[src/sv/gha_pkg.sv]
package gha_pkg;

   // table geometry
   localparam int ENTRY_COUNT = 4096;
   localparam int GEN_BITS    = 12;
   localparam int MASK_BITS   = 32;

   localparam int SLOT_W = $clog2(ENTRY_COUNT);
   localparam int CNT_W  = $clog2(ENTRY_COUNT + 1);

   // port field widths
   localparam int CMD_W   = 3;
   localparam int INDEX_W = 12;
   localparam int GEN_W   = 12;
   localparam int MASK_W  = 32;
   localparam int TOTAL_W = 13;

   // command and result queue depths
   localparam int CQ_DEPTH = 2;
   localparam int CQ_PTR_W = $clog2(CQ_DEPTH);
   localparam int CQ_CNT_W = $clog2(CQ_DEPTH + 1);
   localparam int RQ_DEPTH = 2;
   localparam int RQ_PTR_W = $clog2(RQ_DEPTH);
   localparam int RQ_CNT_W = $clog2(RQ_DEPTH + 1);

   // command codes on the request port
   localparam logic [CMD_W-1:0] CMD_CREATE  = 3'd0;
   localparam logic [CMD_W-1:0] CMD_DESTROY = 3'd1;
   localparam logic [CMD_W-1:0] CMD_QUERY   = 3'd2;
   localparam logic [CMD_W-1:0] CMD_SETMASK = 3'd3;
   localparam logic [CMD_W-1:0] CMD_RESTORE = 3'd4;
   localparam logic [CMD_W-1:0] CMD_RESEED  = 3'd5;

   typedef enum logic [2:0] {
      OP_CREATE,
      OP_DESTROY,
      OP_QUERY,
      OP_SETMASK,
      OP_RESTORE,
      OP_RESEED,
      OP_NONE
   } op_type;

   typedef enum logic [2:0] {
      ST_CLEAR,
      ST_IDLE,
      ST_STACK,
      ST_EXEC,
      ST_WALK
   } eng_state_type;

   typedef struct packed {
      op_type             op;
      logic               in_range;
      logic [SLOT_W-1:0]  idx;
      logic [GEN_W-1:0]   gen;
      logic [MASK_W-1:0]  mask;
   } cmd_entry_type;

   typedef struct packed {
      logic                 live;
      logic [GEN_BITS-1:0]  gen;
      logic [MASK_BITS-1:0] mask;
   } slot_word_type;

   typedef struct packed {
      logic                ok;
      logic [INDEX_W-1:0]  index;
      logic [GEN_W-1:0]    generation;
      logic                is_live;
      logic [MASK_W-1:0]   mask;
      logic [TOTAL_W-1:0]  live_total;
   } rsp_item_type;

   localparam slot_word_type CLEAR_WORD = '{live: 1'b0, gen: GEN_BITS'(1), mask: '0};

   // generation from the request field, zero stored as one
   function automatic logic [GEN_BITS-1:0] fix_gen(input logic [GEN_W-1:0] g);
      logic [GEN_BITS-1:0] v;
      v = GEN_BITS'(32'(g));
      return (v == '0) ? GEN_BITS'(1) : v;
   endfunction

   // advance a generation, skipping zero
   function automatic logic [GEN_BITS-1:0] bump_gen(input logic [GEN_BITS-1:0] g);
      logic [GEN_BITS-1:0] v;
      v = g + GEN_BITS'(1);
      return (v == '0) ? GEN_BITS'(1) : v;
   endfunction

   function automatic logic gen_match(input logic [GEN_BITS-1:0] stored,
                                      input logic [GEN_W-1:0] field);
      return 32'(stored) == 32'(field);
   endfunction

endpackage

[src/sv/gha_rsp_q.sv]
module gha_rsp_q (
   input  logic                   clock,
   input  logic                   reset,
   input  logic                   push,
   input  gha_pkg::rsp_item_type  push_item,
   output logic                   space,
   output logic                   empty,
   input  logic                   pop,
   output gha_pkg::rsp_item_type  head
);
   import gha_pkg::*;

   rsp_item_type         q_ff [RQ_DEPTH];
   logic [RQ_PTR_W-1:0]  wr_ptr_ff, wr_ptr_in;
   logic [RQ_PTR_W-1:0]  rd_ptr_ff, rd_ptr_in;
   logic [RQ_CNT_W-1:0]  cnt_ff, cnt_in;
   logic                 put;
   logic                 take;

   assign space = cnt_ff != RQ_CNT_W'(RQ_DEPTH);
   assign empty = cnt_ff == '0;
   assign head  = q_ff[rd_ptr_ff];
   assign put   = push && space;
   assign take  = pop && !empty;

   always_comb begin
      wr_ptr_in = wr_ptr_ff;
      rd_ptr_in = rd_ptr_ff;
      cnt_in    = cnt_ff;
      if (put) begin
         wr_ptr_in = (wr_ptr_ff == RQ_PTR_W'(RQ_DEPTH - 1)) ? '0 : wr_ptr_ff + RQ_PTR_W'(1);
      end
      if (take) begin
         rd_ptr_in = (rd_ptr_ff == RQ_PTR_W'(RQ_DEPTH - 1)) ? '0 : rd_ptr_ff + RQ_PTR_W'(1);
      end
      if (put && !take) begin
         cnt_in = cnt_ff + RQ_CNT_W'(1);
      end else if (take && !put) begin
         cnt_in = cnt_ff - RQ_CNT_W'(1);
      end
   end

   always_ff @(posedge clock) begin
      if (reset) begin
         wr_ptr_ff <= '0;
         rd_ptr_ff <= '0;
         cnt_ff    <= '0;
      end else begin
         wr_ptr_ff <= wr_ptr_in;
         rd_ptr_ff <= rd_ptr_in;
         cnt_ff    <= cnt_in;
      end
   end

   always_ff @(posedge clock) begin
      if (put) begin
         q_ff[wr_ptr_ff] <= push_item;
      end
   end

endmodule
[config.mk]
export PLATFORM = sky130hd
export DESIGN_NAME = gha_rsp_q
export DESIGN_NICKNAME = d
export VERILOG_FILES = /design/src/sv/gha_pkg.sv /design/src/sv/gha_rsp_q.sv
export SDC_FILE = /design/constraint.sdc
export NUM_CORES = 1
export LEC_CHECK = 0
export BUFFER_PORTS_ARGS = -buffer_cell sky130_fd_sc_hd__buf_2
export CAP_MARGIN = 20
export CORE_MARGIN = 3
export CORE_UTILIZATION = 49
export DETAILED_ROUTE_END_ITERATION = 7
export PLACE_DENSITY_LB_ADDON = 0.25
export SYNTH_ARGS = -nofsm -noshare
export SYNTH_HDL_FRONTEND = slang
export SYNTH_SLANG_ARGS = --single-unit
[constraint.sdc]
create_clock -name clock -period 4.02 [get_ports clock]
set_input_delay 0.804 -clock clock [delete_from_list [all_inputs] [get_ports clock]]
set_output_delay 0.804 -clock clock [all_outputs]
set_load 0.01 [all_outputs]
==> metrics.txt <==
status=complete, no violations; Reg area=between 4000 and 5000 µm²; top cell type by total area after synthesis=edfxtp_1; count leader, synth=edfxtp_1; CTS Sinks=about 150; Finished Core Util=0.658; Die H=around 110 µm; Max Clk Rate=0.345 GHz; cts hold-fix bufs=0; Nets=480; Clock Latency Late Sink=around 500 ps; syn nets=321; Reg2Reg Setup Slack=2040 ps; critical-path maximum fanout=about 70; GR Layer Usage met1=0.184; routability cong.=~0.70; pwr dens=about 680 nW/µm²; final critical-path required period=2900 ps; detailed-route DRC error count=0; Synth top area share=0.799; row count=37; largest net degree at the start of global routing=a little over 70; Final Hold Fails=0; footprint of the multi-input gates=921 µm²; Synth Flop Type=edfxtp_1; Port Buf Inserts=about 150; Critical Path Start Type=register; Post-synth ARST share=0; Die W=110 µm; leak pwr=2.59 nW; Slew Viols, Final=0; initial antenna violation count=2; largest cells by area after synthesis=edfxtp_1, mux2_2, dfxtp_1; Peak VDD IR=roughly 0.00048 V; post-synthesis instance total=roughly 250; WP data required=roughly 3200 ps; cts repair resizes=0; Post-Route WL=~9.2 mm; post-synthesis sequential area ratio=0.818; met3 Use GR=0.0629; Syn Area/Cell=21.8 µm²; postcts setup bufs=0; CTS buffer count=17; Die ar.=12,200 µm²; grt total ovfl=0; Worst-Margin Slew=around 1000 ps; CP Data Arrival Time=between 2000 and 2500 ps; DRT Pass-1 Iters=4; CTS clock-pin slew for the worst setup and hold paths=~60 ps; gr usage total=0.155; Synth Warn #=0; Crit. End Element=output pin; initial core utilization=0.510; unrepaired setup endpoints after global routing=no; synthesis-stage register bit count=about 150; Hold Path Class=input pin to register; Post-Syn Area=around 5300 µm²; DR vias/cell=roughly 5; Synth cell types=17; CTS tree=done; Rel. slew slack=0.336; # setup viols final=0; Max Clock Skew=6.71 ps; fin crit share=0.721; vias in the first global route=about 2,800; number of diodes=0; share of layout cells above drive strength 1=0.607; first-pass GRT wire length=13.7 mm; core area=10,500 µm²; vias=about 2,800; post-DP HPWL=5.78 mm; GR peak layer=met2; Post-synth top cells=edfxtp_1, mux2_2, dfxtp_1; Max-Cap Viols=0; Iteration-0 DRC Markers=117; Final TNS setup=0 ps; Max Root-Sink Buffers=2; Fillers=769; post-route ant nets=0; root buffer selected by CTS=clkbuf_8; critical path type=register to output pin; Area Overhead vs Synth=29.1%; H-tree depth=4; GR met2 Demand/Resource=0.250; Post-synth EDFFs=roughly 140; detailed-route wire length per cell=~17 µm; Top Ports=around 150
## path summary, 6_finish.rpt
path	depth (start not counted)	endpoint	start
max	2	head[52]	register
min	1	q_ff[1][60]	push_item[60]
max reg2reg	4	q_ff[0][18]	cnt_ff[0]
min reg2reg	2	rd_ptr_ff	rd_ptr_ff
## power breakdown
| part | internal (W) | leakage [nW] | total, W | switching (W) |
|---|---|---|---|---|
| Combinational | 0.000452 | 0.899 | 0.000871 | 0.000419 |
| Sequential | 0.00192 | 1.37 | 0.00206 | 0.000145 |
| Clock | 0.00118 | 0.325 | 0.00174 | 0.000558 |
| Total | 0.00355 | 2.59 | 0.00467 | 0.00112 |
## layout by cell type, fill, tap and decap left out
cell type	count
buf_2	147
edfxtp_1	142
mux2_2	71
clkbuf_16	16
bufinv_16	6
nor2_1	4
clkbuf_8	4
dfxtp_1	4
xor2_1	3
clkinv_2	3
o21ai_0	2
a21oi_1	2
clkbuf_1	2
nand2b_1	1
and2_1	1
and3_4	1
nand3b_1	1
inv_2	1
a21bo_2	1
or3_1	1
ha_1	1
dfxtp_4	1
clkinvlp_4	1
buf_12	1
## per-stage QoR
| stage | cell area [µm²] | setup WS (ps) | power (W) | hold slack [ps] | std cells |
|---|---|---|---|---|---|
| CTS | 6880 | 1060 | 0.00474 | 458 | 553 |
| detailed placement | 6220 | 1610 | 0.00299 | 503 | 521 |
| floorplan | 5330 | 1070 | 0.00263 | 472 | 245 |
| finish | 6880 | 1120 | 0.00467 | 487 | 553 |
| global placement | 6220 | 1600 | 0.00297 | 485 | 521 |
| global route | 6880 | 977 | 0.00490 | 453 | 553 |
## flip-flops by register name (all words and copies together) (netlist names), named ones only
name / flops
q_ff: 142
cnt_ff: 2
rd_ptr_ff: 1
wr_ptr_ff: 1
## cell type report
cell class | instances | share of cell area
Tap cell | 136 | 0.0247
Clock buffer | 22 | 0.0672
Multi-Input combinational cell | 89 | 0.134
Timing Repair Buffer | 148 | 0.110
Sequential cell | 147 | 0.634
Clock inverter | 10 | 0.0294
Inverter | 1 | 0.000545
## cells by family (layout without fill, tap and decap cells)
| group | after synthesis | after routing | synth area share |
|---|---|---|---|
| simple gates | 9 | 9 | 0.00892 |
| mux | 71 | 71 | 0.150 |
| xor+xnor | 3 | 3 | 0.00493 |
| fa+ha+maj | 1 | 1 | 0.00235 |
| flops | 147 | 147 | 0.818 |
| compound gates | 5 | 5 | 0.00563 |
| buf+inv | 9 | 181 | 0.0101 |
## routing by layer
layer	wire, µm	part of all wire	vias to the layer above
met3	828	0.090	15
met2	4460	0.48	100
met4	127	0.014	4
li1	-	-	1286
met1	3760	0.41	1348
met5	18	0.0020	-
## worst max-delay path, stage by stage (launching register included)
cell     delay, ps
dfxtp_4        980
mux2_2         430
buf_2          140
Note: power is estimated with default switching activity, not from simulation.
